### src/hw/rtl/hgbs_pkg.sv
// ----------------------------------------------------------------------------
// hgbs_pkg
// Shared types, constants and width helpers for the height grid sampler.
// ----------------------------------------------------------------------------
package hgbs_pkg;

	localparam int DEF_GRID_COLS = 128;
	localparam int DEF_GRID_ROWS = 128;

	localparam int IDX_W       = 13;
	localparam int CFG_IDX_W   = 3;
	localparam int FIFO_DEPTH  = 8;
	localparam int FIFO_PTR_W  = $clog2(FIFO_DEPTH);
	localparam int FIFO_CNT_W  = $clog2(FIFO_DEPTH + 1);

	localparam logic [23:0] INV_CELL_RESET = 24'h010000;
	localparam logic [7:0]  GRID_DIM_RESET = 8'd128;

	typedef enum logic [CFG_IDX_W-1:0] {
		REG_MAP_PRESENT,
		REG_BASE_X,
		REG_BASE_Y,
		REG_INV_CELL_X,
		REG_INV_CELL_Y,
		REG_GRID_COLS,
		REG_GRID_ROWS
	} hgbs_reg_t;

	typedef enum logic [1:0] {
		ITEM_DROP,
		ITEM_WRITE,
		ITEM_QUERY,
		ITEM_MISS
	} hgbs_kind_t;

	typedef struct packed {
		logic               map_present;
		logic signed [31:0] base_x;
		logic signed [31:0] base_y;
		logic [23:0]        inv_cell_x;
		logic [23:0]        inv_cell_y;
		logic [7:0]         grid_cols;
		logic [7:0]         grid_rows;
	} hgbs_cfg_t;

	typedef struct packed {
		logic                  empty;
		logic [FIFO_CNT_W-1:0] count;
	} hgbs_fifo_stat_t;

	function automatic int idx_width(input int n);
		return ($clog2(n) < 2) ? 2 : $clog2(n);
	endfunction

	function automatic int item_width(input int cols, input int rows);
		return 2 + 2 + 2 * (idx_width(rows) - 1) + 2 * (idx_width(cols) - 1) + 48;
	endfunction

endpackage

### src/hw/rtl/hgbs_front.sv
// ----------------------------------------------------------------------------
// hgbs_front
// Accepts items, maps query positions to grid cells and fractions, and
// classifies each item before handing it to the queue.
// ----------------------------------------------------------------------------
module hgbs_front import hgbs_pkg::*; #(
	parameter int GRID_COLS = DEF_GRID_COLS,
	parameter int GRID_ROWS = DEF_GRID_ROWS,
	parameter int ITEM_W    = item_width(DEF_GRID_COLS, DEF_GRID_ROWS)
) (
	input  logic               clk,
	input  logic               arst_n,
	input  hgbs_cfg_t          cfg,
	input  logic               item_valid,
	output logic               item_stall,
	input  logic               mode,
	input  logic [6:0]         cell_col,
	input  logic [6:0]         cell_row,
	input  logic signed [15:0] cell_height,
	input  logic signed [31:0] query_x,
	input  logic signed [31:0] query_y,
	input  hgbs_fifo_stat_t    fifo_stat,
	output logic               push,
	output logic [ITEM_W-1:0]  push_item
);

	localparam int CW    = idx_width(GRID_COLS);
	localparam int RW    = idx_width(GRID_ROWS);
	localparam int D_W   = 33;
	localparam int M_W   = 46;
	localparam int P_W   = 57;
	localparam int SUM_W = FIFO_CNT_W + 1;

	logic accept;

	logic                   valid_s1, valid_s2, valid_s3;
	logic                   mode_s1, mode_s2, mode_s3;
	logic                   wok_s1, wok_s2, wok_s3;
	logic [CW-1:0]          col_s1, col_s2, col_s3;
	logic [RW-1:0]          row_s1, row_s2, row_s3;
	logic [15:0]            hgt_s1, hgt_s2, hgt_s3;
	logic signed [D_W-1:0]  diff_s1 [2];
	logic signed [M_W-1:0]  lo_s2 [2];
	logic signed [M_W-1:0]  hi_s2 [2];
	logic signed [P_W-1:0]  p_s3 [2];

	logic [IDX_W-1:0]       col_idx, row_idx;
	logic [11:0]            inv_lo [2];
	logic [11:0]            inv_hi [2];
	logic [IDX_W-1:0]       dim [2];
	logic signed [IDX_W:0]  lim [2];
	logic signed [D_W-1:0]  cpos [2];
	logic                   ok [2];
	logic [15:0]            frac [2];
	logic [CW-1:0]          cx, cx1;
	logic [RW-1:0]          ry, ry1;
	logic [1:0]             inflight;
	logic [SUM_W-1:0]       occupancy;

	hgbs_kind_t    kind;
	logic          par_r, par_c;
	logic [RW-2:0] ra_e, ra_o;
	logic [CW-2:0] ca_e, ca_o;
	logic [15:0]   t_f, u_f;

	assign accept  = item_valid && !item_stall;
	assign col_idx = IDX_W'(cell_col);
	assign row_idx = IDX_W'(cell_row);
	assign inv_lo[0] = cfg.inv_cell_x[11:0];
	assign inv_hi[0] = cfg.inv_cell_x[23:12];
	assign inv_lo[1] = cfg.inv_cell_y[11:0];
	assign inv_hi[1] = cfg.inv_cell_y[23:12];

	assign inflight  = 2'(valid_s1) + 2'(valid_s2) + 2'(valid_s3);
	assign occupancy = SUM_W'(fifo_stat.count) + SUM_W'(inflight);
	assign item_stall = occupancy >= SUM_W'(FIFO_DEPTH);

	always_ff @(posedge clk or negedge arst_n) begin
		if (!arst_n) begin
			valid_s1 <= 1'b0;
			valid_s2 <= 1'b0;
			valid_s3 <= 1'b0;
		end else begin
			valid_s1 <= accept;
			valid_s2 <= valid_s1;
			valid_s3 <= valid_s2;
		end
	end

	always_ff @(posedge clk) begin
		mode_s1    <= mode;
		wok_s1     <= (col_idx < IDX_W'(GRID_COLS)) && (row_idx < IDX_W'(GRID_ROWS));
		col_s1     <= col_idx[CW-1:0];
		row_s1     <= row_idx[RW-1:0];
		hgt_s1     <= cell_height;
		diff_s1[0] <= {query_x[31], query_x} - {cfg.base_x[31], cfg.base_x};
		diff_s1[1] <= {query_y[31], query_y} - {cfg.base_y[31], cfg.base_y};

		mode_s2 <= mode_s1;
		wok_s2  <= wok_s1;
		col_s2  <= col_s1;
		row_s2  <= row_s1;
		hgt_s2  <= hgt_s1;
		for (int i = 0; i < 2; i++) begin
			lo_s2[i] <= diff_s1[i] * $signed({1'b0, inv_lo[i]});
			hi_s2[i] <= diff_s1[i] * $signed({1'b0, inv_hi[i]});
		end

		mode_s3 <= mode_s2;
		wok_s3  <= wok_s2;
		col_s3  <= col_s2;
		row_s3  <= row_s2;
		hgt_s3  <= hgt_s2;
		for (int i = 0; i < 2; i++) begin
			p_s3[i] <= (P_W'(hi_s2[i]) <<< 12) + P_W'(lo_s2[i]);
		end
	end

	always_comb begin
		dim[0] = (IDX_W'(cfg.grid_cols) < IDX_W'(GRID_COLS)) ?
			IDX_W'(cfg.grid_cols) : IDX_W'(GRID_COLS);
		dim[1] = (IDX_W'(cfg.grid_rows) < IDX_W'(GRID_ROWS)) ?
			IDX_W'(cfg.grid_rows) : IDX_W'(GRID_ROWS);
		for (int i = 0; i < 2; i++) begin
			lim[i]  = $signed({1'b0, dim[i]}) - $signed((IDX_W + 1)'(2));
			cpos[i] = $signed(p_s3[i][P_W-1:24]);
			frac[i] = p_s3[i][23:8];
			ok[i]   = !cpos[i][D_W-1] && (cpos[i] < D_W'(lim[i]));
		end
	end

	always_comb begin
		cx  = cpos[0][CW-1:0];
		cx1 = cx + CW'(1);
		ry  = cpos[1][RW-1:0];
		ry1 = ry + RW'(1);
		if (!mode_s3) begin
			kind  = wok_s3 ? ITEM_WRITE : ITEM_DROP;
			par_c = col_s3[0];
			par_r = row_s3[0];
			ca_e  = col_s3[CW-1:1];
			ca_o  = col_s3[CW-1:1];
			ra_e  = row_s3[RW-1:1];
			ra_o  = row_s3[RW-1:1];
		end else begin
			kind  = (cfg.map_present && ok[0] && ok[1]) ? ITEM_QUERY : ITEM_MISS;
			par_c = cx[0];
			par_r = ry[0];
			ca_e  = cx1[CW-1:1];
			ca_o  = cx[CW-1:1];
			ra_e  = ry1[RW-1:1];
			ra_o  = ry[RW-1:1];
		end
		t_f = frac[0];
		u_f = frac[1];
	end

	assign push      = valid_s3 && (kind != ITEM_DROP);
	assign push_item = {kind, par_r, par_c, ra_e, ra_o, ca_e, ca_o, t_f, u_f, hgt_s3};

endmodule

### config.mk
export PLATFORM = sky130hd
export DESIGN_NAME = hgbs_front
export DESIGN_NICKNAME = d
export VERILOG_FILES = /design/src/hw/rtl/hgbs_pkg.sv /design/src/hw/rtl/hgbs_front.sv
export SDC_FILE = /design/constraint.sdc
export NUM_CORES = 2
export LEC_CHECK = 0
export BUFFER_PORTS_ARGS = -buffer_cell sky130_fd_sc_hd__buf_2
export CAP_MARGIN = 20
export CORE_ASPECT_RATIO = 1.75
export CORE_MARGIN = 8
export CORE_UTILIZATION = 59
export CTS_BUF_LIST = sky130_fd_sc_hd__clkbuf_16
export CTS_CLUSTER_DIAMETER = 50
export DETAILED_ROUTE_END_ITERATION = 16
export PLACE_DENSITY = 0.77
export SLEW_MARGIN = 5
export SYNTH_ARGS = -nofsm -noshare
export SYNTH_HDL_FRONTEND = slang
export SYNTH_SLANG_ARGS = --single-unit
export TNS_END_PERCENT = 20
### constraint.sdc
create_clock -name clk -period 10.75 [get_ports clk]
set_input_delay 0 -clock clk [delete_from_list [all_inputs] [get_ports clk]]
set_output_delay 0 -clock clk [all_outputs]
set_load 0.01 [all_outputs]
# Word-level counts from Yosys, hierarchy flattened

Memories as Yosys holds them, arrays and structs flattened.
Index checks and enable logic that the tools add are counted.

Memory bits (writable): 364
Latch bits: 0
Flip-flop bits (word level): 99
Bits in read-only memories: 0
Memories kept: 4
Output and inout bits: 78
Input bits: 232

Memories:

| name    | words | width | rd ports | clocked after memory_dff | write ports | line             | text |
|---|---|---|---|---|---|---|---|
| p_s3    | 2     | 57    | 2        | 0                        | 2           | hgbs_front.sv:45 | `logic signed [P_W-1:0] p_s3 [2];` |
| hi_s2   | 2     | 46    | 2        | 0                        | 2           | hgbs_front.sv:44 | `logic signed [M_W-1:0] hi_s2 [2];` |
| lo_s2   | 2     | 46    | 2        | 0                        | 2           | hgbs_front.sv:43 | `logic signed [M_W-1:0] lo_s2 [2];` |
| diff_s1 | 2     | 33    | 2        | 0                        | 2           | hgbs_front.sv:42 | `logic signed [D_W-1:0] diff_s1 [2];` |

Multiplexer cells: 11
Reductions and logical operators: 11
Bitwise logic cells: 0
Shifts and indexed selects: 0
Equality and inequality tests: 0
Divide/modulo/power cells: 0
Magnitude comparators: 7
Multiply operators: 4
Add/sub/neg operators: 11

Operators by type and width:

| cell                | number |
|---|---|
| $mul 33x13->46      | 4 |
| $add 57x46->57      | 2 |
| $lt 33x9->1         | 2 |
| $sub 32x32->33      | 2 |
| $mux 6              | 4 |
| $sub 8x2->9 const B | 2 |
| $lt 7x8->1 const B  | 2 |
| $lt 8x8->1 const B  | 2 |
| $mux 8              | 2 |
| $add 7x1->7 const B | 2 |
| $logic_and 1x1->1   | 7 |
| $add 4x2->5         | 1 |
| $ge 5x4->1 const B  | 1 |
| $mux 1              | 4 |
| $logic_not 1->1     | 3 |
| $add 1x1->2         | 1 |
| $add 2x1->2         | 1 |
| $mux 2              | 1 |
| $reduce_bool 2->1   | 1 |

# Depth between registers and ports, before layout

Depth in word-level cells: 11
Depth in mapped cells: 24
Gate-level depth less buffers: 23

# Worst setup path after synthesis

Ideal clock, no wire load.

Kind: register to register
Start: mem diff_s1[0][12]
End: mem hi_s2[0][44]
Stages on the path, launching flop included: 23
Slack: 4.940 ns
Arrival: 5.738 ns
Clock period less this slack: 5.810 ns
Cell sequence: dfxtp_1 > clkbuf_1 > nand2_1 > fa_1 > inv_1 > fa_1 > fa_1 > fa_1 > inv_1 > fa_1 > inv_1 > ha_1 > and2_0 > a221oi_1 > o21ai_0 > a221oi_1 > a31oi_1 > a311o_1 > a41o_1 > nand4_1 > nand2_1 > a21oi_1 > xnor2_1

RTL lines:

| element     | line |
|---|---|
| from (decl) | hgbs_front.sv:42 |
| to (decl)   | hgbs_front.sv:44 |

==> run_results.csv <==
group,metric,value,unit
global_route,grt_pass1_vias,63500,
sta,final-max-slew-violation-count,0,
synth,synth_edf_count,0,
cts,cts_tree,"done",
sta,finalHoldViolCount,0,
synth,synth.avg_cell_area,8.89,um2
sta,rsz0062_at_grt,"no",
drt,drtIter0Drc,2211,
setup_path,setup.worst_path.class,"reg -> reg",
layout,area_delta_synth_final,10.1,%
die,ioPinCount,310,
cts,clk_latency,0.68,ns
setup_path,regToRegStartpoint,"diff_s1[0][39]",
setup_path,ff2ff_setup_slack,3.28,ns
global_route,antenna_found_initial,17,
min_path,min_from,"cfg[88]",
sta,setup_viol,0,
synth,syn_nets,10300,
placement,place_hpwl,145000,um
sta,setup-tns-final,0,ns
cts,numCtsBuffers,53,
sta,fmax,0.134,GHz
layout,nets,10700,
drt,wl_per_cell,18.2,um
sta,slew_headroom,24.2,%
cts,cts_buffer_depth,3,
synth,ys_seq_area_share,11.9,%
min_path,hold_depth,5,
cts,clkSinkCount,426,
layout,drive_gt1_share,5.73,%
cts,path_clk_slew,0.06,ns
cts,clockRootBuffer,"clkbuf_16",
setup_path,r2r-end,"lo_s2[0][91]",
sta,skew,0.0295,ns
layout,final_common_cell,"inv_1",
drt,vias,56000,
die,start_util,59.3,%
drt,antenna_left,0,
cts,holdBufCountCts,260,
global_route,grt_pass1_wl,303000,um
layout,n_fill_cell,9657,
setup_path,r2r_cells,21,
cts,cts_setup_buffers,0,
min_path,hold_class,"in -> reg",
die,std_cell_rows,169,
global_route,grt_use_total,28.2,%
drt,postRouteWirelength,184000,um
run,maxCapViolations,0,
sta,post-route-min-period,7.47,ns
drt,dr.pass1.iters,5,
sta,timing.hold.ws,0.0894,ns
setup_path,cp-start-kind,"flop",
placement,port_buffers,308,
die,core_region_area,121000,um2
placement,place_congestion,0.926,
min_path,min_to,"diff_s1[0][58]",
synth,synth_flop_cell,"dfxtp_1",
layout,mostFrequentLayoutCells,"inv_1, fa_1, nand2_1, and2_1, ha_1",
setup_path,cp_data_arrival_time,8.05,ns
outcome,status,"finished, final reports clean",
synth,synth_seq_cells,426,
setup_path,end_kind,"flop",
cts,post_cts_resize_count,0,
synth,synth_warnings,0,
synth,synthesis.area,71900,um2
sta,post-route-period-util,69.5,%
sta,worstMarginPinSlew,1.14,ns
drt,drc,0,
die,die-area,134000,um2
setup_path,cp_max_fo,24,
die,die_y,478,um
cts,htreeDepth,2,
drt,vias_per_cell,5.53,
synth,synthArstFlopShare,0.704,%
global_route,overflow,0,
global_route,grt_max_degree,40,
die,die_w,280,um
setup_path,required,11.33,ns
synth,yosysUniqueCellTypes,77,
synth,synthCells,8085,
-- synth_stat cells, types with 12 or more instances --
cell	count	area, um2
o21bai_1	42	315
mux2_2	12	135
ha_1	612	7660
fa_1	1390	27800
a211oi_1	22	165
nor2b_1	40	250
and3_1	29	181
nor2_1	168	631
nand2b_1	44	275
o31ai_1	13	97.6
xor2_1	98	858
and2_1	723	4520
clkbuf_1	306	1150
inv_1	1912	7180
dfxtp_1	423	8470
a21boi_0	12	90.1
a21o_1	182	1370
xnor2_1	218	1910
a31oi_1	36	225
nand2_1	1005	3770
nand4_1	49	307
o211ai_1	18	135
a21oi_1	295	1480
nor3_1	43	215
nand3_1	66	330
o21ai_0	126	631
o21a_1	50	375
-- layer usage --
layer / up-vias / wire length [um] / global-route usage, % / part of all wire [%]
li1: 25000 / - / - / -
met1: 28200 / 57800 / 25.0 / 31
met2: 1812 / 102000 / 55.7 / 55
met3: 881 / 7980 / 3.70 / 4.3
met4: 16 / 16400 / 21.7 / 8.9
met5: - / 103 / 0 / 0.056
-- logic make-up after synthesis --
logic type / share of synthesized area, %
buf+inv: 11.6
xor+xnor: 3.85
simple gates: 15.0
flops: 11.9
compound gates: 8.04
fa+ha+maj: 49.4
mux: 0.202
-- area by class of cell --
class	instances	area [um2]	area share, %
tap	1624	2030	2.57
inverter	1912	7180	9.07
sequential	426	8540	10.8
clock buffer	54	1350	1.71
timing repair buffer	623	4580	5.78
multi-input combinational	5436	55000	69.5
clock inverter	42	447	0.565
antenna	6	15.0	0.0190
-- sequential cells by signal (all words and copies together), names as in the netlist, 7 cells and up --
name     flops
p_s3        98
hgt_s1      16
row_s2       7
row_s3       7
lo_s2       76
hi_s2       90
hgt_s3      16
row_s1       7
col_s2       7
col_s3       7
diff_s1     66
hgt_s2      16
col_s1       7
-- worst max-delay path by stage --
stage                    from      endpoint  slack (ns)  cells after the start
2_1_floorplan  diff_s1[0][12]  hi_s2[0][44]        4.94                     22
4_1_cts        diff_s1[0][39]  lo_s2[0][91]        3.31                     21
3_3_place_gp   diff_s1[0][39]  lo_s2[0][91]        3.41                     21
6_report       diff_s1[0][39]  lo_s2[0][91]        3.28                     21
5_1_grt        diff_s1[0][39]  lo_s2[0][91]        3.03                     21
3_5_place_dp   diff_s1[0][39]  lo_s2[0][91]        3.31                     21
-- per-stage QoR --
| step | util (%) | setup slack (ns) | area (um2) | std cells |
|---|---|---|---|---|
| floorplan | - | 4.94 | 71900 | 8085 |
| global placement | 61.6 | 3.41 | 74700 | 9760 |
| detailed placement | 61.6 | 3.31 | 74700 | 9760 |
| CTS | 65.3 | 3.31 | 79100 | 10100 |
| global route | 65.3 | 3.03 | 79100 | 10100 |
| finish | 65.3 | 3.28 | 79100 | 10100 |
-- critical path: stages (launching register included) --
cell	delay [ns]
dfxtp_1	1.02
nand2_1	0.19
fa_1	0.48
fa_1	0.54
inv_1	0.05
fa_1	0.48
fa_1	0.50
inv_1	0.05
fa_1	0.47
inv_1	0.04
ha_1	0.32
a21o_1	0.20
a21o_1	0.19
a2111oi_0	0.61
o21a_1	0.29
a21oi_1	0.13
a31oi_1	0.26
o21ai_1	0.19
a21oi_1	0.35
o21ai_1	0.39
a211oi_1	0.42
xnor2_1	0.19
Power is not shown: default switching activity piles up to over one toggle a cycle in this logic, so the estimate is an artifact.
