[config.mk]
export PLATFORM = sky130hd
export DESIGN_NAME = hgbs_fifo
export DESIGN_NICKNAME = d
export VERILOG_FILES = /design/src/hw/rtl/hgbs_pkg.sv /design/src/hw/rtl/hgbs_fifo.sv
export SDC_FILE = /design/constraint.sdc
export NUM_CORES = 1
export LEC_CHECK = 0
export BUFFER_PORTS_ARGS = -buffer_cell sky130_fd_sc_hd__buf_4
export CAP_MARGIN = 40
export CORE_UTILIZATION = 27
export CTS_CLUSTER_SIZE = 8
export DETAILED_ROUTE_END_ITERATION = 10
export GPL_TIMING_DRIVEN = 0
export HOLD_SLACK_MARGIN = 0.1
export SETUP_SLACK_MARGIN = 0.4
export SLEW_MARGIN = 15
export SYNTH_ARGS = -nofsm -noshare
export SYNTH_HDL_FRONTEND = slang
export SYNTH_SLANG_ARGS = --single-unit
export TNS_END_PERCENT = 30
[constraint.sdc]
create_clock -name clk -period 9.17 [get_ports clk]
set_input_delay 0 -clock clk [delete_from_list [all_inputs] [get_ports clk]]
set_output_delay 0 -clock clk [all_outputs]
set_load 0.005 [all_outputs]
[src/hw/rtl/hgbs_pkg.sv]
// ----------------------------------------------------------------------------
// hgbs_pkg
// Shared types, constants and width helpers for the height grid sampler.
// ----------------------------------------------------------------------------
package hgbs_pkg;

	localparam int DEF_GRID_COLS = 128;
	localparam int DEF_GRID_ROWS = 128;

	localparam int IDX_W       = 13;
	localparam int CFG_IDX_W   = 3;
	localparam int FIFO_DEPTH  = 8;
	localparam int FIFO_PTR_W  = $clog2(FIFO_DEPTH);
	localparam int FIFO_CNT_W  = $clog2(FIFO_DEPTH + 1);

	localparam logic [23:0] INV_CELL_RESET = 24'h010000;
	localparam logic [7:0]  GRID_DIM_RESET = 8'd128;

	typedef enum logic [CFG_IDX_W-1:0] {
		REG_MAP_PRESENT,
		REG_BASE_X,
		REG_BASE_Y,
		REG_INV_CELL_X,
		REG_INV_CELL_Y,
		REG_GRID_COLS,
		REG_GRID_ROWS
	} hgbs_reg_t;

	typedef enum logic [1:0] {
		ITEM_DROP,
		ITEM_WRITE,
		ITEM_QUERY,
		ITEM_MISS
	} hgbs_kind_t;

	typedef struct packed {
		logic               map_present;
		logic signed [31:0] base_x;
		logic signed [31:0] base_y;
		logic [23:0]        inv_cell_x;
		logic [23:0]        inv_cell_y;
		logic [7:0]         grid_cols;
		logic [7:0]         grid_rows;
	} hgbs_cfg_t;

	typedef struct packed {
		logic                  empty;
		logic [FIFO_CNT_W-1:0] count;
	} hgbs_fifo_stat_t;

	function automatic int idx_width(input int n);
		return ($clog2(n) < 2) ? 2 : $clog2(n);
	endfunction

	function automatic int item_width(input int cols, input int rows);
		return 2 + 2 + 2 * (idx_width(rows) - 1) + 2 * (idx_width(cols) - 1) + 48;
	endfunction

endpackage

[src/hw/rtl/hgbs_fifo.sv]
// ----------------------------------------------------------------------------
// hgbs_fifo
// Short queue between the classifier and the blend pipeline.
// ----------------------------------------------------------------------------
module hgbs_fifo import hgbs_pkg::*; #(
	parameter int WIDTH = item_width(DEF_GRID_COLS, DEF_GRID_ROWS)
) (
	input  logic             clk,
	input  logic             arst_n,
	input  logic             push,
	input  logic [WIDTH-1:0] push_data,
	input  logic             pop,
	output logic [WIDTH-1:0] pop_data,
	output hgbs_fifo_stat_t  stat
);

	logic [WIDTH-1:0]      mem_q [FIFO_DEPTH];
	logic [FIFO_PTR_W-1:0] wr_ptr_q, rd_ptr_q;
	logic [FIFO_CNT_W-1:0] count_q;

	always_ff @(posedge clk or negedge arst_n) begin
		if (!arst_n) begin
			wr_ptr_q <= '0;
			rd_ptr_q <= '0;
			count_q  <= '0;
		end else begin
			if (push) begin
				wr_ptr_q <= wr_ptr_q + FIFO_PTR_W'(1);
			end
			if (pop) begin
				rd_ptr_q <= rd_ptr_q + FIFO_PTR_W'(1);
			end
			if (push && !pop) begin
				count_q <= count_q + FIFO_CNT_W'(1);
			end else if (pop && !push) begin
				count_q <= count_q - FIFO_CNT_W'(1);
			end
		end
	end

	always_ff @(posedge clk) begin
		if (push) begin
			mem_q[wr_ptr_q] <= push_data;
		end
	end

	assign pop_data   = mem_q[rd_ptr_q];
	assign stat.empty = (count_q == '0);
	assign stat.count = count_q;

endmodule

# == Yosys cells after proc, flatten, opt, wreduce, memory -nomap -nowiden ==
# Memories as Yosys holds them, arrays and structs flattened.
# Index checks and enable logic that the tools add are counted.
# word_totals
register_bits,10
ramBits,608
inputBits,80
out_inout_bits,81
mem_count,1
# mem_list
memory,depth,width,rd,rd_clocked_by_memory_dff,wr,line_no,rtl
mem_q,8,76,1,0,1,hgbs_fifo.sv:17,logic [WIDTH-1:0] mem_q [FIFO_DEPTH];
# op_classes
add_sub_neg,4
mux,4
n_reduce_logical,6
# ops
operator,n
$mux 4,2
$add 3x1->3 const B,2
$add 4x1->4 const B,1
$logic_not 4->1,1
$sub 4x1->4 const B,1
$logic_and 1x1->1,2
$logic_not 1->1,2
$mux 1,2
$reduce_bool 2->1,1

# == Depth between registers and ports, before layout ==
# Gate-level depths: netlist of the first run.
# depth
ltp_word,4
mapped_depth,7
ltp_nobuf,7

# == Least setup slack after synthesis of the first run ==
# OpenSTA, ideal clock, no wires.
# synth_timing
path_kind,flip-flop to flip-flop
start,reg wr_ptr_q[1]
end,"mem mem_q[0][0] (netlist name), enable pin"
setup_ns,0.603
t_arrival_ns,5.728
required_time_ns,8.567
path_slack_ns,2.838
path_stages_with_launch,3
n_path_buf,0
period_less_slack_ns,6.332
cell_sequence,dfrtp_1 nand2b_1 nor3_1
# synth_lines
element,line_no,rtl
start: declaration,hgbs_fifo.sv:18,"logic [FIFO_PTR_W-1:0] wr_ptr_q, rd_ptr_q;"
start signal: assignment,hgbs_fifo.sv:28,wr_ptr_q <= wr_ptr_q + FIFO_PTR_W'(1);
end: declaration,hgbs_fifo.sv:17,
# No word-level cell before the write port.

# == Worst setup path in the final report of the first run ==
# layout_timing
start,reg rd_ptr_q[1]
end,out pop_data[53]
# layout_via
elab_chain_len,1
# layout_rtl
element,line_no,rtl
start: declaration,hgbs_fifo.sv:18,
start signal: assignment,hgbs_fifo.sv:31,rd_ptr_q <= rd_ptr_q + FIFO_PTR_W'(1);
$mem_v2 8x76,n/a,
end: declaration,hgbs_fifo.sv:13,"output logic [WIDTH-1:0] pop_data,"
# Every way passes these cells.

==> impl_results.md, run 1 <==
* Setup slack after layout at 6.03 ns
* Final setup fails at 0
* Flops & latches, synth at 618
* Core Util, Final at 35.0%
* Post-synth EDFFs at 608
* Placed Area at 0.0272 mm^2
* Critical Path AT at 3.14 ns
* Placement Rows at 108
* Crit end category: output port
* Nets at 1404
* Min Tclk post-route at 3.14 ns
* Crit start category: flop
* WL final at 53300 um
* # IOs at 161
* Run status: finished, final reports clean
* Crit Path Max Fanout at 10
* Routed via count at 10900
* Share of layout cells above drive strength 1 at 43.1%
* Final Hold Fails at 0
* RSZ-0062 raised after global routing: no
* Post-route cell area at 0.0304 mm^2
* Type of the worst setup path: reg2out
* Port Buf Inserts at 160
* Synthesized area at 0.0237 mm^2
* Die width at 298 um
* DR pass1 iterations at 4
* Yosys cell types at 29
* TritonCTS clock tree: done
* Max VDD drop at 153 uV
* Detailed placer's ending HPWL at 34100 um
* Overall Global Routing Usage at 12.1%
* Tot Pwr at 9.73 mW
* Syn_nets at 1024
* Final Wtd Congestion at 0.676
* Max Cap Viol at 0
* CTS Sinks at 618
* ANT cells at 0
* Total die area at 0.0890 mm^2
* Clk buf depth at 3
* Hold WC Path Type: in2reg
* Worst Max-Slew Pin Slew at 0.877 ns
* Post-DR wirelength/cell at 21.4 um
* Worst-path clk slew at 0.05 ns
* Drt drc at 0
* CTS root buf: clkbuf_16
* Area growth, synth to finish at 28.1%
* Worst slew margin at 41.5%
* Async set-reset flop share out of synthesis at 1.62%
* Vias in the first global route at 12100
* Pin count of the biggest net entering global routing at 21
* First-pass GRT wire length at 78900 um
* Slew Viols, Final at 0
* Core Region at 0.0869 mm^2
* Ys flop type: edfxtp_1
* Placed Cells at 2303
* Yosys Warn Count at 0
* Cts repair resizes at 0
* Gr ovfl total at 0
* Number of buffers created by CTS at 88
* Starting Density at 27.3%
* Layout Cells excl Fill at 2488
* Vias/cell at 4.38
* Layout Skew at 0.0187 ns
* Pre-CTS WS at 6.32 ns
* Antenna violations before repair at 4
* Avg Cell Area, Syn at 25.3 um^2
* Post-Synthesis Cells at 938
* Final ANT Viol Nets at 0
* PD cells at 320 mW/mm^2
* Htree depth at 3
* Worst Path Required at 9.17 ns
* Clock latency on the worst-skew pair at 0.61 ns
* Highest Clock Rate at 318 MHz
* Die extent in y at 298 um
* Fillcell total at 8022
* P_leak at 10.2 nW
* Sequential fraction of the synthesis area at 78.1%
* First DRT Iteration DRCs at 626
* Period utilization at 34.3%
synth_stat cells (2+ instances only):
cell / instances / area [um^2]
a21oi_1: 2 / 10.0
nor2_1: 6 / 22.5
nor3_1: 3 / 15.0
inv_1: 2 / 7.51
ha_1: 5 / 62.6
mux2_4: 67 / 1010
buf_2: 21 / 105
dfrtp_1: 10 / 250
mux4_2: 152 / 3420
nand3_1: 2 / 10.0
o211ai_1: 2 / 15.0
nand2_1: 6 / 22.5
xor2_1: 2 / 17.5
buf_1: 4 / 15.0
mux2_2: 12 / 135
edfxtp_1: 608 / 18300
nand2b_1: 3 / 18.8
buf_12: 8 / 160
clkbuf_1: 10 / 37.5
xnor2_1: 4 / 35.0
where the power goes:
part           leakage [nW]  total (mW)  internal [mW]  switching, mW
combinational          3.35        3.25           1.76           1.49
clock                  1.16        2.84           1.73           1.10
sequential             5.64        3.64           3.55         0.0950
area by class of cell:
type	count	area, um^2	area share (%)
clock buffers	96	2270	7.49
inverters	2	7.51	0.0247
plain buffers	44	329	1.08
well taps	1155	1450	4.76
clock inverters	9	98.8	0.325
multi-input cells	274	4920	16.2
flip-flops and latches	618	18500	60.9
repair buffers	290	2790	9.20
what timing repair did:
item                                   in CTS  in global routing
setup endpoints to repair                   0                  0
endpoints found under the hold margin     627                  0
hold buffers                               80                  0
setup buffers                               0                  0
logic make-up (layout without fill, tap and decap cells):
family / after synthesis / count (layout) / synth area share, %
buffers and inverters: 46 / 441 / 1.42
DFF: 618 / 618 / 78.1
muxes: 232 / 232 / 19.3
xor gates and xnor gates: 6 / 6 / 0.222
adders and majority gates: 6 / 6 / 0.348
AOI/OAI and AO/OA: 6 / 6 / 0.174
and+or+nand+nor: 24 / 24 / 0.491
worst max-delay path, cell delays in order (launching register included):
cell and delay [ns]:
dfrtp_1 0.34, buf_2 0.42, buf_2 0.53, buf_2 0.38, mux4_2 0.36, mux2_4 0.32
buf_4 0.15
registers in the layout, summed over array words and instances (netlist names):
name	flops
wr_ptr_q	3
count_q	4
mem_q	608
rd_ptr_q	3
through the flow:
stage | TNS [ns] | hold WS [ns]
finish | 0 | 0.168
global placement | -538.57 | -0.164
CTS | 0 | 0.113
floorplan | 0 | -0.296
global route | 0 | 0.139
detailed placement | 0 | -0.156
final timing paths:
path | start | end | slack (ns) | cells past startpoint
setup / recovery | rd_ptr_q[1] | pop_data[53] | 6.03 | 6
min in group asynchronous | arst_n | count_q[1] | 0.43 | 3
hold / removal | push_data[47] | mem_q[0][47] | 0.17 | 2
max in group asynchronous | arst_n | wr_ptr_q[2] | 8.40 | 3
setup reg to reg | wr_ptr_q[1] | mem_q[2][51] | 6.43 | 7
hold reg to reg | wr_ptr_q[1] | wr_ptr_q[1] | 0.56 | 1
cell usage in the layout, fill, tap and decap left out, types with 10 or more instances in the layout:
master         instances
dlygate4sd3_1         80
buf_6                 10
mux4_2               152
mux2_2                12
buf_12                22
dfrtp_1               10
mux2_4                67
clkbuf_1              16
buf_2                 21
buf_16                10
clkbuf_16             90
edfxtp_1             608
buf_4                176
routing by layer:
metal / vias up / global-route usage [%] / part of all wire (%)
met1: 5804 / 15.7 / 44
met3: 85 / 2.46 / 4.1
met2: 235 / 20.3 / 50
met5: - / 0 / 0.077
met4: 6 / 3.59 / 1.9
li1: 4761 / - / -
Note: power is estimated with default switching activity, not from simulation.
==> run 2: changes to the inputs <==
==> constraint.sdc (replaced) <==
create_clock -name clk -period 3 [get_ports clk]
set_input_delay 0 -clock clk [delete_from_list [all_inputs] [get_ports clk]]
set_output_delay 0 -clock clk [all_outputs]
set_load 0.005 [all_outputs]
==> run 2 against run 1 <==
Compared with the run above:
- non-clock buffer count increased by 30
- critical path depth unchanged
- register-to-register slack got worse by 5.7 ns
- sequential share of layout area decreased by 1.4 points
- largest cell class unchanged
==> impl_results.md, run 2 (synthesis gave the netlist of run 1 again) <==
* Max VDD drop at 578 uV
* TritonCTS clock tree: done
* DR pass1 iterations at 4
* Period utilization at 84.4%
* Die width at 298 um
* Leading registers by flop count: mem_q: 608 flops, count_q: 4 flops
* Setup slack after layout at 0.467 ns
* Post-DR wirelength/cell at 21.3 um
* Slowest-stage cell, CP: mux4_2
* Crit end category: output port
* Worst Max-Slew Pin Slew at 0.786 ns
* Worst slew margin at 47.6%
* Routed via count at 11000
* Cell repeated most along the worst path: buf_16
* Clock latency on the worst-skew pair at 0.64 ns
* Overall Global Routing Usage at 12.2%
* Final setup fails at 0
* Number of buffers created by CTS at 88
* Sw frac at 27.6%
* R2r setup slk at 0.69 ns
* Top Layer Used: met5
* Crit start category: flop
* P_leak at 10.5 nW
* PD cells at 981 mW/mm^2
* Clk buf depth at 3
* Multi-input combinational cell area at 0.00495 mm^2
* Worst path cell trace: buf_12, buf_16, buf_16, mux4_2, mux2_4, buf_6
* Gr ovfl total at 0
* Pre-CTS WS at 0.432 ns
* Max Cap Viol at 0
* Vias/cell at 4.37
* Detailed placer's ending HPWL at 33600 um
* Min Tclk post-route at 2.53 ns
* Commonest non-fill, non-tap cell in the layout: edfxtp_1
* Total die area at 0.0890 mm^2
* Worst reg-to-reg path cell count at 6
* Starting Density at 27.3%
* Placement Rows at 108
* Area growth, synth to finish at 31.2%
* Clock power frac at 28.5%
* Nets at 1434
* ANT cells at 0
* Pin count of the biggest net entering global routing at 21
* Combinational fraction of design power at 35.0%
* R2r startpoint: wr_ptr_q[1]
* Die extent in y at 298 um
* Share of layout cells above drive strength 1 at 43.2%
* Metal3 WL at 1990 um
* CTS root buf: clkbuf_16
* Run status: finished, final reports clean
* Crit Path Max Fanout at 6
* Vias in the first global route at 12100
* Core Util, Final at 35.8%
* Final Wtd Congestion at 0.700
* Slew Viols, Final at 0
* P_int at 22.1 mW
* Worst Hold End: mem_q[4][11]
* # IOs at 161
* WHS Path Cells at 2
* Top reg by flops: mem_q
* Highest Clock Rate at 395 MHz
* Largest register FFs at 608
* Critical Path AT at 2.53 ns
* Worst Path Required at 3.00 ns
* CP max stage delay at 0.52 ns
* Post-route cell area at 0.0311 mm^2
* Fin Hold WS at 0.138 ns
* Drt drc at 0
* Hold WC Path Type: in2reg
* WL final at 53700 um
* M1 wire length at 23700 um
* Reg power frac at 36.5%
* HP Start: push_data[11]
* Fillcell total at 7921
* First DRT Iteration DRCs at 581
* Worst-path clk slew at 0.05 ns
* Antenna violations before repair at 2
* Layout Skew at 0.0279 ns
* Met2 WL post-DR at 26900 um
* Reg2reg end: mem_q[0][42]
* Crit. Startpoint: rd_ptr_q[0]
* Register area at 0.0185 mm^2
* CTS Sinks at 618
* Port Buf Inserts at 160
* Final ANT Viol Nets at 0
* Type of the worst setup path: reg2out
* Total net switching power at 8.42 mW
* Final Hold Fails at 0
* RSZ-0062 raised after global routing: yes
* Core Region at 0.0869 mm^2
* Htree depth at 3
* Commonest cells after routing, fill and taps aside: 608 x edfxtp_1, 168 x buf_4, 152 x mux4_2, 106 x dlygate4sd3_1, 89 x clkbuf_16
* Setup TNS at 0 ns
* First-pass GRT wire length at 79200 um
* Placed Area at 0.0272 mm^2
==> run 2: cell count changes in the layout (fill, tap and decap cells not counted), moves of 8 or more <==
cell           delta
buf_8            +16
clkbuf_2          +9
dlygate4sd3_1    +26
buf_4             -8
buf_12           +10
buf_2            -21
==> run 2: worst max-delay path: cells and delay by family, from the launching register on <==
| family | cells | cell delay (ns) |
|---|---|---|
| buf+inv | 4 | 0.60 |
| flops | 1 | 0.42 |
| mux | 2 | 0.84 |
==> run 2: worst max path at each step <==
| stage | slack [ns] | cells after the start | endpoint |
|---|---|---|---|
| finish | 0.47 | 6 | pop_data[72] |
| global route | 0.35 | 6 | pop_data[64] |
| CTS | 0.34 | 6 | pop_data[72] |
| detailed placement | 0.43 | 6 | pop_data[44] |
| global placement | -2.62 | 2 | mem_q[4][36] |
| floorplan | -0.1 | 2 | mem_q[4][0] |
==> run 2: power by group through the flow <==
stage | combinational [mW] | sequential (mW) | clock (mW)
global route | 11.4 | 11.2 | 9.30
global placement | 9.49 | 11.4 | 0
finish | 10.7 | 11.1 | 8.70
floorplan | 5.88 | 11.3 | 0
detailed placement | 10.1 | 11.3 | 0
CTS | 10.9 | 11.2 | 8.97
==> run 2: layout make-up <==
cell class / instances / share of cell area (%)
tap: 1155 / 4.64
timing repair buffer: 320 / 10.6
buffer: 44 / 1.69
multi-input combinational: 274 / 15.9
inverter: 2 / 0.0241
sequential: 618 / 59.5
clock inverter: 10 / 0.478
clock buffer: 97 / 7.18
==> run 2: layer usage <==
layer / global-route usage (%) / vias up
met5: 0 / -
met4: 4.44 / 4
met3: 2.33 / 79
met2: 20.4 / 214
met1: 15.8 / 5887
li1: - / 4833
==> run 2: stage by stage <==
| step | power, mW | cells |
|---|---|---|
| 6_report | 30.5 | 2520 |
| 5_1_grt | 32.0 | 2520 |
| 4_1_cts | 31.0 | 2517 |
| 3_5_place_dp | 21.4 | 2296 |
| 3_3_place_gp | 20.9 | 2253 |
| 2_1_floorplan | 17.2 | 938 |
==> run 2: what timing repair did <==
item,in CTS,in global routing
gates cloned,4,1
resized for setup,60,15
setup buffers,4,2
endpoints found under the setup margin,76,62
hold endpoints to repair,630,0
hold buffers,106,0
==> run 3: changes to the inputs <==
==> constraint.sdc (replaced) <==
create_clock -name clk -period 2.6 [get_ports clk]
set_input_delay 0 -clock clk [delete_from_list [all_inputs] [get_ports clk]]
set_output_delay 0 -clock clk [all_outputs]
set_load 0.005 [all_outputs]
==> run 3 against run 2 <==
Compared with the run above:
- hold slack gained 0.024 ns
- critical endpoint is now pop_data[61]
- sequential power is 16% higher
- critical path depth unchanged
==> impl_results.md, run 3 (synthesis gave the netlist of run 1 again) <==
* Core Region at 0.0869 mm^2
* R2r setup slk at 0.45 ns
* Fillcell total at 7859
* Post-route cell area at 0.0313 mm^2
* Post-DR wirelength/cell at 21.5 um
* Period utilization at 96.0%
* Clk buf depth at 3
* Total die area at 0.0890 mm^2
* Crit path buffers/inverters at 4
* Crit start category: flop
* Tot Pwr at 36.2 mW
* Worst reg-to-reg path cell count at 5
* Min Tclk post-route at 2.50 ns
* Crit Path Max Fanout at 6
* First-pass GRT wire length at 79100 um
* Commonest non-fill, non-tap cell in the layout: edfxtp_1
* Cell repeated most along the worst path: buf_12
* Area growth, synth to finish at 32.0%
* Top reg by flops: mem_q
* CTS Sinks at 618
* Routed via count at 11000
* Slowest-stage cell, CP: mux4_2
* Final Hold Fails at 0
* Vias/cell at 4.41
* TritonCTS clock tree: done
* Pre-CTS WS at 0.0131 ns
* Type of the worst setup path: reg2out
* Worst-path clk slew at 0.05 ns
* Gr ovfl total at 0
* Final ANT Viol Nets at 0
* Max Cap Viol at 0
* Worst slew margin at 48.5%
* Largest register FFs at 608
* Register area at 0.0185 mm^2
* Clock power frac at 27.6%
* # IOs at 161
* Placed Area at 0.0273 mm^2
* R2r startpoint: wr_ptr_q[1]
* Run status: finished, final reports clean
* Multi-input combinational cell area at 0.00497 mm^2
* Share of layout cells above drive strength 1 at 44.7%
* Slew Viols, Final at 0
* Worst path cell trace: buf_12, buf_12, bufbuf_16, mux4_2, mux2_4, buf_4
* Commonest cells after routing, fill and taps aside: 608 x edfxtp_1, 152 x mux4_2, 112 x buf_4, 91 x clkbuf_16, 80 x dlygate4sd3_1
* Max VDD drop at 648 uV
* Final setup fails at 0
* Antenna violations before repair at 2
* Reg2reg end: mem_q[0][41]
* Combinational fraction of design power at 36.9%
* RSZ-0062 raised after global routing: yes
* Core Util, Final at 36.0%
* Worst Max-Slew Pin Slew at 0.770 ns
* Htree depth at 3
* Hold WC Path Type: in2reg
* Layout Skew at 0.0141 ns
* Critical Path AT at 2.50 ns
* PD cells at 1160 mW/mm^2
* Clock latency on the worst-skew pair at 0.62 ns
* Port Buf Inserts at 160
* DR pass1 iterations at 5
* WL final at 53900 um
* Detailed placer's ending HPWL at 33200 um
* CTS root buf: clkbuf_16
* P_leak at 10.5 nW
* Vias in the first global route at 12200
* Die extent in y at 298 um
* Placement Rows at 108
* Overall Global Routing Usage at 12.2%
* Setup slack after layout at 0.103 ns
* Nets at 1414
* Starting Density at 27.3%
* Total net switching power at 9.94 mW
* HP Start: push_data[10]
* Reg power frac at 35.6%
* Worst Hold End: mem_q[5][10]
* First DRT Iteration DRCs at 577
* CP max stage delay at 0.49 ns
* Pin count of the biggest net entering global routing at 21
* Crit end category: output port
* Leading registers by flop count: mem_q: 608 flops, count_q: 4 flops
* Sw frac at 27.5%
* Worst Path Required at 2.60 ns
* Drt drc at 0
* Highest Clock Rate at 400 MHz
* Number of buffers created by CTS at 88
* Final Wtd Congestion at 0.685
* P_int at 26.3 mW
* Die width at 298 um
* Crit path max-delay family: multiplexers
* WHS Path Cells at 2
==> run 3: metal layers <==
| metal | track usage [%] | share of wire, % | up-vias |
|---|---|---|---|
| li1 | - | - | 4800 |
| met1 | 15.6 | 43 | 5900 |
| met2 | 20.8 | 51 | 255 |
| met3 | 2.58 | 4.3 | 65 |
| met4 | 3.41 | 1.5 | 2 |
| met5 | 0 | 0.019 | - |
==> run 3: repair_timing <==
item                                    CTS  global route
hold endpoints to repair                706             0
resized for setup                       136            13
setup buffers                             7             2
hold buffers                             80             0
endpoints found under the setup margin  135           115
pin swaps                                 3             2
cloned                                    5             3
==> run 3: worst max path at each step <==
stage | slack, ns | cells after the start | end | from
finish | 0.10 | 6 | pop_data[61] | rd_ptr_q[0]
global route | -0.006 | 6 | pop_data[61] | rd_ptr_q[0]
CTS | -0.02 | 6 | pop_data[73] | rd_ptr_q[0]
detailed placement | 0.01 | 5 | pop_data[64] | rd_ptr_q[2]
global placement | -2.45 | 2 | mem_q[2][32] | wr_ptr_q[1]
floorplan | -0.28 | 2 | mem_q[2][0] | wr_ptr_q[1]
==> run 3: layout make-up <==
type,instances,area share [%]
flip-flops and latches,618,59.1
multi-input cells,274,15.9
repair buffers,300,10.9
clock buffers,96,7.13
well taps,1155,4.62
plain buffers,44,1.87
clock inverters,12,0.504
inverters,2,0.0240
diodes,1,0.00799
==> run 3: metrics by stage <==
| stage | TNS [ns] | cells | hold WS, ns |
|---|---|---|---|
| after global placement | -846.51 | 2253 | -0.157 |
| final | 0 | 2502 | 0.162 |
| after detailed placement | 0 | 2296 | -0.155 |
| after CTS | -0.0177 | 2496 | 0.103 |
| after global routing | -0.0137 | 2502 | 0.126 |
| after floorplan | -41.65 | 938 | -0.296 |
==> run 3: power by group through the flow <==
stage / registers [mW] / clock network (mW) / logic (mW)
final: 12.9 / 9.98 / 13.4
after global routing: 13.0 / 10.7 / 14.2
after CTS: 12.9 / 10.3 / 13.4
after detailed placement: 13.1 / 0 / 11.8
after global placement: 13.1 / 0 / 11.0
after floorplan: 13.0 / 0 / 6.83
